--- src/design/rici_pkg.sv ---
`timescale 1ns / 1ps
`default_nettype none
// ----------------------------------------------------------------------------
// rici_pkg: shared constants, types and CRC function for the record checker
// Holds the record layout, the CRC-32 constants and the result beat type.
// ----------------------------------------------------------------------------
package rici_pkg;

  // Record layout.
  localparam int unsigned PosW       = 6;
  localparam logic [7:0]  MagicFirst  = 8'hB7;
  localparam logic [7:0]  MagicSecond = 8'h72;
  localparam logic [PosW-1:0] PosRecord  = 6'd36;
  localparam logic [PosW-1:0] PosLast    = 6'd35;
  localparam logic [PosW-1:0] PosCovered = 6'd32;
  localparam logic [PosW-1:0] PosModel   = 6'd2;
  localparam logic [PosW-1:0] PosVersion = 6'd3;
  localparam logic [PosW-1:0] PosPadLo   = 6'd4;
  localparam logic [PosW-1:0] PosPadHi   = 6'd7;
  localparam logic [PosW-1:0] PosWordLo  = 6'd12;
  localparam logic [PosW-1:0] PosWordHi  = 6'd31;
  localparam logic [PosW-1:0] PosCheckLo = 6'd32;
  localparam logic [PosW-1:0] PosCheckHi = 6'd34;
  localparam int unsigned WordBytes  = 20;
  localparam int unsigned WordIdxW   = 5;

  // Reflected CRC-32 constants.
  localparam logic [31:0] CrcPoly = 32'hEDB88320;
  localparam logic [31:0] CrcOnes = 32'hFFFFFFFF;

  // One result beat.
  typedef struct packed {
    logic        record_ok;
    logic [7:0]  adapter_model;
    logic [7:0]  adapter_version;
    logic [7:0]  padmap_id_0;
    logic [7:0]  padmap_id_1;
    logic [7:0]  padmap_id_2;
    logic [7:0]  padmap_id_3;
    logic [31:0] lifespan_word;
    logic [31:0] manufacture_date;
    logic [31:0] insertion_total;
    logic [31:0] test_total;
    logic [31:0] end_of_life_word;
  } rici_result_t;

  // Eight bit-steps of the reflected CRC, one input byte.
  function automatic logic [31:0] crc_byte_update(logic [31:0] crc, logic [7:0] b);
    logic [31:0] c;
    c = crc ^ {24'h000000, b};
    for (int k = 0; k < 8; k++) begin
      c = c[0] ? ((c >> 1) ^ CrcPoly) : (c >> 1);
    end
    return c;
  endfunction

endpackage
`default_nettype wire

--- src/design/rici_in_if.sv ---
`timescale 1ns / 1ps
`default_nettype none
// ----------------------------------------------------------------------------
// rici_in_if: record byte channel
// Carries one record byte and its start flag per beat.
// ----------------------------------------------------------------------------
interface rici_in_if;
  logic       valid;
  logic       ready;
  logic [7:0] rec_byte;
  logic       rec_first;

  modport source (output valid, output rec_byte, output rec_first, input ready);
  modport sink   (input valid, input rec_byte, input rec_first, output ready);
endinterface
`default_nettype wire

--- src/design/rici_out_if.sv ---
`timescale 1ns / 1ps
`default_nettype none
// ----------------------------------------------------------------------------
// rici_out_if: decoded record channel
// Carries the ok flag and the decoded fields of one record per beat.
// ----------------------------------------------------------------------------
interface rici_out_if;
  logic        valid;
  logic        ready;
  logic        record_ok;
  logic [7:0]  adapter_model;
  logic [7:0]  adapter_version;
  logic [7:0]  padmap_id_0;
  logic [7:0]  padmap_id_1;
  logic [7:0]  padmap_id_2;
  logic [7:0]  padmap_id_3;
  logic [31:0] lifespan_word;
  logic [31:0] manufacture_date;
  logic [31:0] insertion_total;
  logic [31:0] test_total;
  logic [31:0] end_of_life_word;

  modport source (
    output valid, output record_ok, output adapter_model, output adapter_version,
    output padmap_id_0, output padmap_id_1, output padmap_id_2, output padmap_id_3,
    output lifespan_word, output manufacture_date, output insertion_total,
    output test_total, output end_of_life_word, input ready
  );
  modport sink (
    input valid, input record_ok, input adapter_model, input adapter_version,
    input padmap_id_0, input padmap_id_1, input padmap_id_2, input padmap_id_3,
    input lifespan_word, input manufacture_date, input insertion_total,
    input test_total, input end_of_life_word, output ready
  );
endinterface
`default_nettype wire

--- src/design/rici_frame.sv ---
`timescale 1ns / 1ps
`default_nettype none
// ----------------------------------------------------------------------------
// rici_frame: record framing, CRC and field capture
// Tracks the byte position, runs the CRC, checks the magic bytes, captures
// fields and builds the result on the last byte of a record.
// ----------------------------------------------------------------------------
module rici_frame (
  input  wire logic                  clk_i,
  input  wire logic                  rst_ni,
  input  wire logic                  beat_i,
  input  wire logic [7:0]            byte_i,
  input  wire logic                  first_i,
  output logic                       res_valid_o,
  output rici_pkg::rici_result_t     res_o
);
  import rici_pkg::*;

  logic [PosW-1:0] pos_q, pos_d, pos_eff;
  logic [31:0]     crc_q, crc_d, crc_base;
  logic            magic_q, magic_d, magic_base;
  logic [7:0]      model_q, model_d;
  logic [7:0]      version_q, version_d;
  logic [3:0][7:0] pad_q, pad_d;
  logic [WordBytes-1:0][7:0] word_q, word_d;
  logic [2:0][7:0] check_q, check_d;
  logic [WordIdxW-1:0] word_idx;
  logic [PosW-1:0] word_off;
  logic            ok;

  // A start flag or a wrapped counter makes this byte position zero.
  assign pos_eff  = (first_i || (pos_q >= PosRecord)) ? '0 : pos_q;
  assign word_off = pos_eff - PosWordLo;
  assign word_idx = word_off[WordIdxW-1:0];
  assign crc_base   = (pos_eff == '0) ? CrcOnes : crc_q;
  assign magic_base = (pos_eff == '0) ? 1'b1 : magic_q;

  // Next-state logic for one accepted byte.
  always_comb begin
    pos_d     = pos_q;
    crc_d     = crc_q;
    magic_d   = magic_q;
    model_d   = model_q;
    version_d = version_q;
    pad_d     = pad_q;
    word_d    = word_q;
    check_d   = check_q;
    if (beat_i) begin
      pos_d   = (pos_eff == PosLast) ? '0 : pos_eff + 1'b1;
      crc_d   = (pos_eff < PosCovered) ? crc_byte_update(crc_base, byte_i) : crc_base;
      magic_d = magic_base;
      if ((pos_eff == '0) && (byte_i != MagicFirst)) begin
        magic_d = 1'b0;
      end
      if ((pos_eff == 6'd1) && (byte_i != MagicSecond)) begin
        magic_d = 1'b0;
      end
      if (pos_eff == PosModel) begin
        model_d = byte_i;
      end
      if (pos_eff == PosVersion) begin
        version_d = byte_i;
      end
      if ((pos_eff >= PosPadLo) && (pos_eff <= PosPadHi)) begin
        pad_d[pos_eff[1:0]] = byte_i;
      end
      if ((pos_eff >= PosWordLo) && (pos_eff <= PosWordHi)) begin
        word_d[word_idx] = byte_i;
      end
      if ((pos_eff >= PosCheckLo) && (pos_eff <= PosCheckHi)) begin
        check_d[pos_eff[1:0]] = byte_i;
      end
    end
  end

  // Control state.
  always_ff @(posedge clk_i or negedge rst_ni) begin
    if (!rst_ni) begin
      pos_q   <= '0;
      crc_q   <= CrcOnes;
      magic_q <= 1'b1;
    end else begin
      pos_q   <= pos_d;
      crc_q   <= crc_d;
      magic_q <= magic_d;
    end
  end

  // Captured fields; the result gates them, so they need no reset.
  always_ff @(posedge clk_i) begin
    model_q   <= model_d;
    version_q <= version_d;
    pad_q     <= pad_d;
    word_q    <= word_d;
    check_q   <= check_d;
  end

  // The last byte completes the stored check word and closes the record.
  assign ok = magic_q && ((crc_q ^ CrcOnes) == {byte_i, check_q[2], check_q[1], check_q[0]});
  assign res_valid_o = beat_i && (pos_eff == PosLast);

  always_comb begin
    res_o = '0;
    if (ok) begin
      res_o.record_ok        = 1'b1;
      res_o.adapter_model    = model_q;
      res_o.adapter_version  = version_q;
      res_o.padmap_id_0      = pad_q[0];
      res_o.padmap_id_1      = pad_q[1];
      res_o.padmap_id_2      = pad_q[2];
      res_o.padmap_id_3      = pad_q[3];
      res_o.lifespan_word    = {word_q[3],  word_q[2],  word_q[1],  word_q[0]};
      res_o.manufacture_date = {word_q[7],  word_q[6],  word_q[5],  word_q[4]};
      res_o.insertion_total  = {word_q[11], word_q[10], word_q[9],  word_q[8]};
      res_o.test_total       = {word_q[15], word_q[14], word_q[13], word_q[12]};
      res_o.end_of_life_word = {word_q[19], word_q[18], word_q[17], word_q[16]};
    end
  end

  // The position counter never leaves the record.
  a_pos_range: assert property (@(posedge clk_i) disable iff (!rst_ni)
    pos_q < PosRecord) else $error("byte position out of range");

  // A result closes the record and the next byte starts a new one.
  a_res_wrap: assert property (@(posedge clk_i) disable iff (!rst_ni)
    res_valid_o |=> (pos_q == '0)) else $error("position not cleared after result");

  // A start byte always advances the position to one.
  a_first_pos: assert property (@(posedge clk_i) disable iff (!rst_ni)
    (beat_i && first_i) |=> (pos_q == 6'd1)) else $error("start byte misframed");

endmodule
`default_nettype wire

--- src/design/rici_out_reg.sv ---
`timescale 1ns / 1ps
`default_nettype none
// ----------------------------------------------------------------------------
// rici_out_reg: result register
// Holds one result beat until the receiver takes it.
// ----------------------------------------------------------------------------
module rici_out_reg (
  input  wire logic                   clk_i,
  input  wire logic                   rst_ni,
  input  wire logic                   load_i,
  input  wire rici_pkg::rici_result_t res_i,
  output logic                        ready_o,
  rici_out_if.source                  out_chan
);
  import rici_pkg::*;

  logic         valid_q, valid_d;
  rici_result_t data_q;

  // Room exists when empty or when the held beat leaves this cycle.
  assign ready_o = !valid_q || out_chan.ready;

  always_comb begin
    valid_d = valid_q;
    if (load_i) begin
      valid_d = 1'b1;
    end else if (out_chan.ready) begin
      valid_d = 1'b0;
    end
  end

  always_ff @(posedge clk_i or negedge rst_ni) begin
    if (!rst_ni) begin
      valid_q <= 1'b0;
    end else begin
      valid_q <= valid_d;
    end
  end

  always_ff @(posedge clk_i) begin
    if (load_i) begin
      data_q <= res_i;
    end
  end

  assign out_chan.valid            = valid_q;
  assign out_chan.record_ok        = data_q.record_ok;
  assign out_chan.adapter_model    = data_q.adapter_model;
  assign out_chan.adapter_version  = data_q.adapter_version;
  assign out_chan.padmap_id_0      = data_q.padmap_id_0;
  assign out_chan.padmap_id_1      = data_q.padmap_id_1;
  assign out_chan.padmap_id_2      = data_q.padmap_id_2;
  assign out_chan.padmap_id_3      = data_q.padmap_id_3;
  assign out_chan.lifespan_word    = data_q.lifespan_word;
  assign out_chan.manufacture_date = data_q.manufacture_date;
  assign out_chan.insertion_total  = data_q.insertion_total;
  assign out_chan.test_total       = data_q.test_total;
  assign out_chan.end_of_life_word = data_q.end_of_life_word;

  // A new result is loaded only when there is room for it.
  a_no_overwrite: assert property (@(posedge clk_i) disable iff (!rst_ni)
    load_i |-> ready_o) else $error("result loaded over a held beat");

  // A failed record carries all-zero fields.
  a_fail_zero: assert property (@(posedge clk_i) disable iff (!rst_ni)
    (valid_q && !data_q.record_ok) |->
      ((data_q.adapter_model == 8'h00) && (data_q.lifespan_word == 32'h0) &&
       (data_q.end_of_life_word == 32'h0))) else $error("failed record not zeroed");

endmodule
`default_nettype wire

--- src/design/record_image_checker_crc32_core.sv ---
`timescale 1ns / 1ps
`default_nettype none
// ----------------------------------------------------------------------------
// record_image_checker_crc32_core: streaming checker for a 36-byte record
// Parses a stored record one byte per beat and reports its decoded fields.
// ----------------------------------------------------------------------------
// Usage:
//   in_chan carries one record byte per beat; rec_first marks byte 0 and
//   drops any partial record. After 36 bytes the position wraps, so the
//   next byte starts a new record even without rec_first.
//   out_chan carries one beat per complete record: record_ok is 1 when the
//   magic bytes and the CRC-32 over bytes 0 to 31 both match the record;
//   otherwise all fields are zero.
//   Throughput is one byte per cycle unless a held result is stalled; the
//   CRC update for one byte is an eight-step unrolled network on the CRC register.
//   The result beat shows on out_chan in the cycle after the 36th byte
//   is accepted.
//   Reset clears the position, CRC and result valid; no clearing pass.
//   When the receiver stalls, the result stays held and in_chan.ready
//   drops until it is taken, so no byte is accepted while the held beat
//   waits; the cycle it leaves, a new byte can be accepted.
// ----------------------------------------------------------------------------
module record_image_checker_crc32_core (
  input  wire logic clk_i,
  input  wire logic rst_ni,
  rici_in_if.sink   in_chan,
  rici_out_if.source out_chan
);
  import rici_pkg::*;

  logic         beat;
  logic         room;
  logic         res_valid;
  rici_result_t res;

  assign in_chan.ready = room;
  assign beat = in_chan.valid && room;

  rici_frame u_frame (
    .clk_i       (clk_i),
    .rst_ni      (rst_ni),
    .beat_i      (beat),
    .byte_i      (in_chan.rec_byte),
    .first_i     (in_chan.rec_first),
    .res_valid_o (res_valid),
    .res_o       (res)
  );

  rici_out_reg u_out_reg (
    .clk_i    (clk_i),
    .rst_ni   (rst_ni),
    .load_i   (res_valid),
    .res_i    (res),
    .ready_o  (room),
    .out_chan (out_chan)
  );

  // A stalled result holds off new bytes.
  a_stall_blocks: assert property (@(posedge clk_i) disable iff (!rst_ni)
    (out_chan.valid && !out_chan.ready) |-> !in_chan.ready)
    else $error("byte accepted while result stalled");

  // A record-closing byte shows a result in the next cycle.
  a_res_follows: assert property (@(posedge clk_i) disable iff (!rst_ni)
    res_valid |=> out_chan.valid) else $error("result beat missing");

endmodule
`default_nettype wire

--- src/flat_wrapper.sv ---
// flat-port wrapper written by rule: the top's interface ports become plain ports
module record_image_checker_crc32_core_flat import rici_pkg::*;
  (clk_i, rst_ni, in_chan_valid, in_chan_rec_byte, in_chan_rec_first, in_chan_ready, out_chan_valid, out_chan_record_ok, out_chan_adapter_model, out_chan_adapter_version, out_chan_padmap_id_0, out_chan_padmap_id_1, out_chan_padmap_id_2, out_chan_padmap_id_3, out_chan_lifespan_word, out_chan_manufacture_date, out_chan_insertion_total, out_chan_test_total, out_chan_end_of_life_word, out_chan_ready);
  rici_in_if in_chan_i ();
  rici_out_if out_chan_i ();
  input  wire logic clk_i;
  input  wire logic rst_ni;
  input wire logic [$bits(in_chan_i.valid)-1:0] in_chan_valid;
  input wire logic [$bits(in_chan_i.rec_byte)-1:0] in_chan_rec_byte;
  input wire logic [$bits(in_chan_i.rec_first)-1:0] in_chan_rec_first;
  output wire logic [$bits(in_chan_i.ready)-1:0] in_chan_ready;
  output wire logic [$bits(out_chan_i.valid)-1:0] out_chan_valid;
  output wire logic [$bits(out_chan_i.record_ok)-1:0] out_chan_record_ok;
  output wire logic [$bits(out_chan_i.adapter_model)-1:0] out_chan_adapter_model;
  output wire logic [$bits(out_chan_i.adapter_version)-1:0] out_chan_adapter_version;
  output wire logic [$bits(out_chan_i.padmap_id_0)-1:0] out_chan_padmap_id_0;
  output wire logic [$bits(out_chan_i.padmap_id_1)-1:0] out_chan_padmap_id_1;
  output wire logic [$bits(out_chan_i.padmap_id_2)-1:0] out_chan_padmap_id_2;
  output wire logic [$bits(out_chan_i.padmap_id_3)-1:0] out_chan_padmap_id_3;
  output wire logic [$bits(out_chan_i.lifespan_word)-1:0] out_chan_lifespan_word;
  output wire logic [$bits(out_chan_i.manufacture_date)-1:0] out_chan_manufacture_date;
  output wire logic [$bits(out_chan_i.insertion_total)-1:0] out_chan_insertion_total;
  output wire logic [$bits(out_chan_i.test_total)-1:0] out_chan_test_total;
  output wire logic [$bits(out_chan_i.end_of_life_word)-1:0] out_chan_end_of_life_word;
  input wire logic [$bits(out_chan_i.ready)-1:0] out_chan_ready;
  assign in_chan_i.valid = in_chan_valid;
  assign in_chan_i.rec_byte = in_chan_rec_byte;
  assign in_chan_i.rec_first = in_chan_rec_first;
  assign in_chan_ready = in_chan_i.ready;
  assign out_chan_valid = out_chan_i.valid;
  assign out_chan_record_ok = out_chan_i.record_ok;
  assign out_chan_adapter_model = out_chan_i.adapter_model;
  assign out_chan_adapter_version = out_chan_i.adapter_version;
  assign out_chan_padmap_id_0 = out_chan_i.padmap_id_0;
  assign out_chan_padmap_id_1 = out_chan_i.padmap_id_1;
  assign out_chan_padmap_id_2 = out_chan_i.padmap_id_2;
  assign out_chan_padmap_id_3 = out_chan_i.padmap_id_3;
  assign out_chan_lifespan_word = out_chan_i.lifespan_word;
  assign out_chan_manufacture_date = out_chan_i.manufacture_date;
  assign out_chan_insertion_total = out_chan_i.insertion_total;
  assign out_chan_test_total = out_chan_i.test_total;
  assign out_chan_end_of_life_word = out_chan_i.end_of_life_word;
  assign out_chan_i.ready = out_chan_ready;
  record_image_checker_crc32_core u_core (.clk_i(clk_i), .rst_ni(rst_ni), .in_chan(in_chan_i), .out_chan(out_chan_i));
endmodule
--- config.mk ---
export PLATFORM = sky130hd
export DESIGN_NAME = record_image_checker_crc32_core_flat
export DESIGN_NICKNAME = d
export VERILOG_FILES = /design/src/design/rici_pkg.sv /design/src/design/rici_in_if.sv /design/src/design/rici_out_if.sv /design/src/design/rici_frame.sv /design/src/design/rici_out_reg.sv /design/src/design/record_image_checker_crc32_core.sv /design/src/flat_wrapper.sv
export SDC_FILE = /design/constraint.sdc
export NUM_CORES = 1
export LEC_CHECK = 0
export BUFFER_PORTS_ARGS = -buffer_cell sky130_fd_sc_hd__buf_2
export CAP_MARGIN = 0
export CORE_ASPECT_RATIO = 2
export CORE_MARGIN = 2
export CORE_UTILIZATION = 30
export CTS_CLUSTER_DIAMETER = 120
export DETAILED_ROUTE_END_ITERATION = 6
export GPL_ROUTABILITY_DRIVEN = 0
export PLACE_DENSITY_LB_ADDON = 0.2
export SYNTH_ARGS = -nofsm -noshare
export SYNTH_HDL_FRONTEND = slang
export SYNTH_SLANG_ARGS = --single-unit
--- constraint.sdc ---
create_clock -name clk_i -period 29.2 [get_ports clk_i]
set_clock_uncertainty 0.15 [all_clocks]
set_input_delay 5.84 -clock clk_i [delete_from_list [all_inputs] [get_ports clk_i]]
set_output_delay 5.84 -clock clk_i [all_outputs]
set_load 0.02 [all_outputs]
==> run_results.csv, run 1 <==
group,metric,value,unit
clock_network,cts_max_level,2,
routing,drcViolationCount,0,
yosys,synth_edf_count,441,
clock_network,clock-sinks,481,
yosys,ys_types,50,
min_path,hold_path.class,"reg -> reg",
place,portBuffers,223,
finish,final_nets,1401,
clock_network,insertion_delay,570,ps
clock_network,clock-root-buffer,"clkbuf_16",
sta,fin_crit,12350,ps
setup_path,cp_common_cell,"buf_2",
setup_path,cp_max_fo,6,
run_status,run_status,"finished, final reports clean",
finish,layout-drive-gt1-share,0.2534,
yosys,synth_fp_nets,1165,
min_path,min_from,"u_core.u_frame.crc_q[30]",
yosys,synthCells,1144,
yosys,seq_area_frac_synth,0.7629,
routing,drt_first_pass_iters,5,
sta,rsz0062_at_grt,"no",
clock_network,cts_resized,0,
sta,worst-slew-pin-transition,1109,ps
sta,hold_violations,0,
setup_path,crit_path_cell_trace,"buf_2, nand2b_1, buf_2",
pwr,p_leak,0.008730,uW
grt,grt_usage,0.1443,
finish,syn2layout_area_growth,18.91,%
floorplan,row_count,129,
finish,final_cell_mix,"441 x edfxtp_1, 230 x and2_1, 223 x buf_2",
yosys,ys_top_cells_by_area,"edfxtp_1 71%, and2_1 7.7%, xnor2_1 5.1%",
grt,grt_pass1_vias,10134,
finish,final_common_cell,"edfxtp_1",
floorplan,die_h,357.3,um
clock_network,cts_tree,"done",
routing,drtAntennaViolNets,0,
yosys,ys_async_sr_fraction,0.08316,
routing,drt_iter0_drc,676,
yosys,ys_seq_elements,481,
routing,vias,9755,
pwr,p_per_area,80.36,mW/mm^2
setup_path,cpPeakStageDelay,220,ps
finish,antennaDiodeCount,0,
grt,antenna_found_initial,0,
grt,grt_pass1_wl,68500,um
grt,grt_max_degree,111,
pwr,vdd_ir_drop_max,0.00004198,V
yosys,syn_area,0.01872,mm^2
routing,wl_per_cell,21.32,um
floorplan,die_w,180.7,um
floorplan,ios,224,
sta,maxSlewHeadroom,0.2538,
setup_path,worstPathRequired,23210,ps
routing,via_per_inst,4.436,
clock_network,clockBufferDepth,3,
sta,setup_tns,0,ps
sta,max_freq,0.08095,GHz
sta,whs,344.8,ps
routing,drt_wl_total,46880,um
yosys,synth_top_area_frac,0.7073,
clock_network,cts_hold_buffers,0,
yosys,synth_flop_cell,"edfxtp_1",
setup_path,cp.arrival,6360,ps
finish,fin_util,0.3602,
setup_path,crit_slowest_cell,"nand2b_1",
setup_path,reg2reg_from,"u_core.u_frame.pos_q[4]",
sta,finalMaxSlewViolations,0,
setup_path,crit_type,"in -> out",
floorplan,initial_core_util,0.3029,
clock_network,post_cts_buffers,0,
floorplan,core_area,0.06182,mm^2
finish,nFillCells,5896,
grt,grt-ovfl-total,0,
clock_network,path_clk_slew,70,ps
sta,timing.final.crit_share,0.4231,
place,dp_hpwl,29510,um
setup_path,startpoint_type,"input port",
setup_path,startpoint,"out_chan_ready",
clock_network,cts_buffers,44,
yosys,yosysTopAreaCell,"edfxtp_1",
setup_path,end_kind,"primary output",
yosys,yosysWarnings,0,
job,maxCapViolCount,0,
sta,setup_viol,0,
floorplan,dieArea,0.06455,mm^2
yosys,syn_avg_cell_area,16.37,um^2
registers in the layout (all words and copies together), names as in the netlist, 32 cells and up:
register,cells
u_core.u_frame.word_q,160
u_core.u_frame.crc_q,32
u_core.u_frame.pad_q,32
u_core.u_out_reg.out_chan.end_of_life_word,32
u_core.u_out_reg.out_chan.insertion_total,32
u_core.u_out_reg.out_chan.lifespan_word,32
u_core.u_out_reg.out_chan.manufacture_date,32
u_core.u_out_reg.out_chan.test_total,32
power breakdown:
group	switching (uW)	internal [uW]	total [uW]	leakage [uW]
Sequential	55.0	791	846	0.00496
Combinational	165	185	350	0.00306
Clock	256	337	593	0.000710
Total	475	1310	1790	0.00873
cells in the mapped netlist, types with 2 or more instances:
master / n
nand4_1: 3
xnor2_1: 110
nand4b_1: 2
dfstp_2: 33
buf_4: 4
o31ai_1: 2
or3_1: 2
a21oi_1: 7
o211a_1: 2
and3_1: 7
o21ai_0: 35
and2_1: 230
xnor3_1: 6
nor4_1: 14
ha_1: 8
a21o_1: 3
nand3_1: 10
buf_2: 17
a211o_1: 3
or4_1: 2
dfrtp_1: 7
o211ai_1: 6
xor3_1: 6
nand2_1: 51
a31oi_1: 4
edfxtp_1: 441
nor3_1: 6
xor2_1: 28
nor2b_1: 2
nand2b_1: 6
inv_1: 7
nor2_1: 30
clkbuf_1: 33
critical path: cells and delay by family:
family / cells / cell delay, ps
buffers and inverters: 2 / 300
AND/OR/NAND/NOR: 1 / 220
layer usage:
| metal | vias up | share of wire | GRT usage |
|---|---|---|---|
| li1 | 4537 | - | - |
| met1 | 4891 | 0.37 | 0.1563 |
| met2 | 252 | 0.56 | 0.2809 |
| met3 | 75 | 0.034 | 0.01945 |
| met4 | 0 | 0.032 | 0.05435 |
| met5 | - | 0 | 0 |
kinds of logic (layout without fill, tap and decap cells):
family / Yosys count / in the layout / share of synthesized area
adders and majority gates: 8 / 8 / 0.005346
buffers and inverters: 63 / 332 / 0.01497
xor gates and xnor gates: 150 / 150 / 0.07939
and+or+nand+nor: 368 / 368 / 0.1119
AOI/OAI and AO/OA: 74 / 74 / 0.02553
DFF: 481 / 481 / 0.7629
worst paths after layout:
check	end	slack, ps	cells after the start
max	in_chan_ready	16850	3
min	u_core.u_frame.crc_q[30]	340	2
max reg2reg	u_core.u_out_reg.out_chan.insertion_total[6]	23580	9
min reg2reg	u_core.u_frame.crc_q[30]	340	2
max in group asynchronous	u_core.u_frame.pos_q[2]	23230	2
min in group asynchronous	u_core.u_out_reg.out_chan.valid	5230	2
per-stage QoR:
step | cells | instance area [um^2] | power (uW) | worst slack [ps]
after floorplan | 1144 | 18720 | 1128 | 12770
after global placement | 2120 | 20800 | 1209 | 16870
after detailed placement | 2120 | 20800 | 1215 | 16860
after CTS | 2199 | 22270 | 1813 | 16860
after global routing | 2199 | 22270 | 1872 | 16830
final | 2199 | 22270 | 1789 | 16850
cell type report:
type	count	area, um^2	share of cell area
clock buffers	50	1145	0.05142
clock inverters	29	319.1	0.01433
well taps	786	983.4	0.04417
multi-input cells	600	4218	0.1894
repair buffers	246	1289	0.05788
inverters	7	26.28	0.001180
flip-flops and latches	481	14290	0.6416
No activity file was read; power rests on OpenSTA's default activity.
==> run 2: changes to the inputs <==
==> constraint.sdc (replaced) <==
create_clock -name clk_i -period 11.3 [get_ports clk_i]
set_clock_uncertainty 0.15 [all_clocks]
set_input_delay 2.26 -clock clk_i [delete_from_list [all_inputs] [get_ports clk_i]]
set_output_delay 2.26 -clock clk_i [all_outputs]
set_load 0.02 [all_outputs]
==> run_results.csv, run 2 (synthesis results as in run 1) <==
group,metric,value,unit
setup_path,cp.arrival,5450,ps
finish,final_nets,1397,
run_status,run_status,"finished, final reports clean",
clock_network,path_clk_slew,70,ps
sta,setup_tns,0,ps
grt,grt-ovfl-total,0,
clock_network,cts_tree,"done",
clock_network,cts_buffers,43,
grt,grt_pass1_wl,68010,um
floorplan,row_count,129,
floorplan,die_h,357.3,um
min_path,hold_path.class,"reg -> reg",
clock_network,insertion_delay,570,ps
setup_path,end_kind,"flop",
sta,timing.final.crit_share,0.4805,
grt,grt_usage,0.1440,
floorplan,initial_core_util,0.3029,
job,maxCapViolCount,0,
sta,finalMaxSlewViolations,0,
clock_network,clockBufferDepth,3,
floorplan,core_area,0.06182,mm^2
setup_path,cp_max_fo,194,
min_path,hold-path-cell-count,2,
clock_network,cts_hold_buffers,0,
setup_path,r2r-end,"u_core.u_out_reg.out_chan.lifespan_word[3]",
finish,final_common_cell,"edfxtp_1",
place,dp_hpwl,29270,um
sta,max_freq,0.1842,GHz
routing,via_per_inst,4.386,
routing,drcViolationCount,0,
routing,drt_iter0_drc,619,
grt,grt_pass1_vias,10010,
setup_path,startpoint_type,"input port",
finish,final_cell_mix,"441 x edfxtp_1, 230 x and2_1, 223 x buf_2",
sta,worst-slew-pin-transition,1278,ps
pwr,p_leak,0.008672,uW
setup_path,reg2reg_from,"u_core.u_frame.pos_q[4]",
grt,antenna_found_initial,0,
min_path,hold_end,"u_core.u_frame.crc_q[30]",
pwr,p_per_area,205.7,mW/mm^2
finish,final_cells,2197,
pwr,vdd_ir_drop_max,0.0001015,V
finish,largest_reg_flops,160,
min_path,min_from,"u_core.u_frame.crc_q[30]",
setup_path,r2r_cells,8,
finish,layout-drive-gt1-share,0.2481,
sta,hold_violations,0,
grt,grt_max_degree,195,
sta,rsz0062_at_grt,"no",
floorplan,ios,224,
place,numPlacedInstances,2117,
floorplan,die_w,180.7,um
clock_network,clock-sinks,481,
setup_path,r2r_slack,6650,ps
finish,antennaDiodeCount,0,
routing,wl_per_cell,21.33,um
routing,drtAntennaViolNets,0,
clock_network,post_cts_buffers,0,
sta,fin_crit,5429,ps
place,portBuffers,223,
clock_network,cts_max_level,2,
routing,vias,9637,
setup_path,worstPathRequired,11320,ps
finish,top_register,"u_core.u_frame.word_q",
clock_network,cts_resized,0,
routing,drt_first_pass_iters,6,
finish,syn2layout_area_growth,18.35,%
sta,setup_viol,0,
clock_network,clock-root-buffer,"clkbuf_16",
routing,drt_wl_total,46870,um
sta,maxSlewHeadroom,0.1479,
setup_path,crit_type,"in -> reg",
floorplan,dieArea,0.06455,mm^2
run 2: how the worst max path moves through the flow:
| stage | startpoint | end |
|---|---|---|
| floorplan | in_chan_rec_first | u_core.u_out_reg.out_chan.adapter_model[0] |
| CTS | in_chan_rec_first | u_core.u_out_reg.out_chan.lifespan_word[1] |
| global placement | in_chan_rec_first | u_core.u_out_reg.out_chan.lifespan_word[3] |
| detailed placement | in_chan_rec_first | u_core.u_out_reg.out_chan.lifespan_word[3] |
| finish | in_chan_rec_first | u_core.u_out_reg.out_chan.lifespan_word[3] |
| global route | in_chan_rec_first | u_core.u_out_reg.out_chan.lifespan_word[11] |
run 2: layout make-up:
class	instances	area, um^2
repair buffers	243	1279
fillers	5982	39660
inverters	7	26.28
clock buffers	51	1106
multi-input cells	600	4217
flip-flops and latches	481	14290
clock inverters	29	264.0
well taps	786	983.4
run 2: stage by stage:
stage / instance area, um^2 / setup slack [ps] / total power [uW] / utilization / hold slack, ps
2_1_floorplan: 18730 / 1985 / 2916 / - / 300.9
3_3_place_gp: 20790 / 5299 / 3147 / 0.3363 / 315.6
3_5_place_dp: 20790 / 5278 / 3149 / 0.3363 / 324.3
4_1_cts: 22160 / 5861 / 4619 / 0.3585 / 336.2
5_1_grt: 22160 / 5617 / 4770 / 0.3585 / 366.4
6_report: 22160 / 5871 / 4558 / 0.3585 / 331.2
run 2: worst max-delay path, stage by stage:
cell and delay, ps:
buf_2 140, a21oi_1 240, nand2_1 160, inv_1 130, ha_1 410, nand4_1 450, nor2_4 600, buf_12 640
run 2: metal layers:
metal  up-vias  share of wire  wire length [um]  global-route usage
met2       242           0.55             25940              0.2780
met4         0          0.036              1671             0.05742
met5         -              0                 0                   0
li1       4530              -                 -                   -
met1      4789           0.38             17620              0.1566
met3        76          0.035              1637             0.01996
run 2: power breakdown:
group | internal, uW | total [uW] | switching (uW)
Sequential | 2040 | 2190 | 147
Clock | 799 | 1450 | 654
Combinational | 479 | 913 | 434
==> run 3: changes to the inputs <==
--- a/config.mk
+++ b/config.mk
@@ -5,6 +5,7 @@
 export SDC_FILE = /design/constraint.sdc
 export NUM_CORES = 1
 export LEC_CHECK = 0
+export ABC_AREA = 1
 export BUFFER_PORTS_ARGS = -buffer_cell sky130_fd_sc_hd__buf_2
 export CAP_MARGIN = 0
 export CORE_ASPECT_RATIO = 2
==> constraint.sdc (replaced) <==
create_clock -name clk_i -period 5.5 [get_ports clk_i]
set_clock_uncertainty 0.15 [all_clocks]
set_input_delay 1.1 -clock clk_i [delete_from_list [all_inputs] [get_ports clk_i]]
set_output_delay 1.1 -clock clk_i [all_outputs]
set_load 0.02 [all_outputs]
==> run_results.csv, run 3 <==
group,metric,value,unit
finish,layout-drive-gt1-share,0.3310,
yosys,synth_fp_nets,1293,
run_status,run_status,"finished, final reports clean",
floorplan,dieArea,0.06691,mm^2
routing,vias,10935,
clock_network,clockBufferDepth,3,
setup_path,r2r_slack,1740,ps
pwr,power.total,8895,uW
yosys,ys_async_sr_fraction,0.08316,
clock_network,clock-root-buffer,"clkbuf_16",
yosys,ys_types,48,
setup_path,cp_max_fo,45,
yosys,synth_edf_count,441,
yosys,syn_avg_cell_area,15.27,um^2
grt,met1_usage,0.1999,
clock_network,cts_buffers,47,
yosys,synth_flop_cell,"edfxtp_1",
clock_network,cts_resized,0,
yosys,netlist_top_cells_count,"441 x edfxtp_1, 173 x nand2_1, 108 x nor3b_1",
clock_network,cts_max_level,2,
setup_path,worstPathRequired,5810,ps
yosys,synth_top_area_frac,0.6819,
sta,hold_violations,0,
sta,worst-slew-pin-transition,1042,ps
floorplan,ios,224,
grt,grt.busiest_layer,"met2",
setup_path,startpoint_type,"flop",
sta,setup_viol,0,
sta,fin_crit,3763,ps
place,dp_hpwl,32540,um
routing,drt_iter0_drc,632,
pwr,vdd_ir_drop_max,0.0003236,V
clock_network,path_clk_slew,60,ps
routing,drtAntennaViolNets,0,
pwr,p_per_area,384.2,mW/mm^2
yosys,yosysWarnings,0,
sta,finalMaxSlewViolations,0,
grt,grt-ovfl-total,0,
grt,met3_usage,0.05844,
setup_path,end_kind,"flop",
finish,nFillCells,6223,
yosys,synth_most_common_cell,"edfxtp_1",
clock_network,cts_hold_buffers,0,
finish,final_common_cell,"edfxtp_1",
yosys,ys_seq_elements,481,
job,maxCapViolCount,0,
sta,timing.final.crit_share,0.6842,
pwr,p_leak,0.008750,uW
finish,multi_input_area,0.004539,mm^2
clock_network,clock-sinks,481,
sta,maxSlewHeadroom,0.3054,
floorplan,die_w,183.9,um
finish,final_cell_mix,"441 x edfxtp_1, 223 x buf_2, 173 x nand2_1",
grt,antenna_found_initial,4,
sta,setup_tns,0,ps
grt,met2_usage,0.2362,
yosys,ys_top_cells_by_area,"edfxtp_1 68%, nor3b_2 6.4%, dfstp_2 4.5%",
grt,grt_pass1_wl,74910,um
finish,antennaDiodeCount,0,
routing,drt_wl_total,51140,um
clock_network,post_cts_buffers,0,
setup_path,cp.arrival,4070,ps
finish,fin_util,0.3594,
routing,via_per_inst,4.657,
grt,grt_pass1_vias,10992,
finish,final_nets,1534,
finish,regArea,0.01429,mm^2
yosys,syn_area,0.01942,mm^2
finish,syn2layout_area_growth,19.21,%
routing,drcViolationCount,0,
sta,max_freq,0.2657,GHz
grt,grt_usage,0.1518,
floorplan,die_h,363.8,um
grt,grt_max_degree,122,
finish,top_register,"u_core.u_frame.word_q",
floorplan,core_area,0.06441,mm^2
yosys,seq_area_frac_synth,0.7355,
yosys,synthCells,1272,
place,portBuffers,223,
yosys,yosysTopAreaCell,"edfxtp_1",
finish,largest_reg_flops,160,
sta,rsz0062_at_grt,"no",
clock_network,cts_tree,"done",
routing,wl_per_cell,21.78,um
floorplan,initial_core_util,0.3015,
clock_network,insertion_delay,560,ps
setup_path,crit_type,"reg -> reg",
min_path,hold_path.class,"reg -> reg",
routing,drt_first_pass_iters,5,
floorplan,row_count,132,
-- run 3: cell types whose count changed after synthesis, moves of 73 or more --
| cell | before | now |
|---|---|---|
| nand2_1 | 51 | 173 |
| and2_1 | 230 | 0 |
| xnor2_1 | 110 | 10 |
| nor3b_2 | 0 | 100 |
| nor3b_1 | 1 | 108 |
| inv_1 | 7 | 80 |
-- run 3: routing by layer --
metal	up-vias	wire, um
li1	5026	-
met2	366	23250
met1	5474	21960
met4	8	998
met3	61	4881
met5	-	50
-- run 3: path summary, 6_finish.rpt --
kind | from | to | cells past startpoint
min reg2reg | u_core.u_frame.pos_q[3] | u_core.u_frame.pos_q[3] | 2
min | u_core.u_frame.pos_q[3] | u_core.u_frame.pos_q[3] | 2
max reg2reg | u_core.u_frame.pos_q[4] | u_core.u_frame.crc_q[22] | 23
max | u_core.u_frame.pos_q[4] | u_core.u_frame.crc_q[22] | 23
min in group asynchronous | rst_ni | u_core.u_frame.pos_q[2] | 1
max in group asynchronous | rst_ni | u_core.u_frame.pos_q[0] | 1
-- run 3: per-stage QoR --
stage / instance area (um^2) / instances / hold WS (ps) / setup slack [ps]
3_5_place_dp: 21520 / 2268 / 323.5 / 1263
3_3_place_gp: 21520 / 2268 / 321.0 / 1338
4_1_cts: 23150 / 2348 / 337.5 / 1764
5_1_grt: 23150 / 2348 / 363.9 / 1332
6_report: 23150 / 2348 / 332.5 / 1737
2_1_floorplan: 19460 / 1272 / 303.0 / 7.214
-- run 3: critical path, cell delays in order (launching register included) --
cell and delay, ps:
dfrtp_1 430, nor2_2 160, nand2_1 100, a21oi_1 180, inv_1 120, nor2_2 280
inv_1 150, ha_2 230, nand2_1 70, inv_1 70, nand3_4 420, nand2_2 140
inv_2 90, nand2_1 60, nand2_2 190, nand2_1 70, nand2_1 130, nand2_1 130
nand2_1 150, nand2_1 80, nand2_1 60, nand2_1 50, nand3_1 60, o21ai_0 80
-- run 3: area by class of cell --
class                      count  area share
tap                          804     0.04345
multi-input combinational    648      0.1961
inverter                      87     0.01411
clock buffer                  55     0.05210
timing repair buffer         248     0.05902
clock inverter                25     0.01821
sequential                   481      0.6170
-- run 3: cells by family (layout without fill, tap and decap cells) --
group,count (synthesis),in the layout,synth area share
adder cells (fa/ha/maj),8,8,0.005154
AND/OR/NAND/NOR,516,516,0.1793
buffers and inverters,143,415,0.03421
flip-flops,481,481,0.7355
AO/OA/AOI/OAI,75,75,0.02332
XOR/XNOR,49,49,0.02248
-- run 3: where the power goes --
group	internal, uW	switching [uW]
combinational	364	755
sequential	4170	135
clock	2090	1380
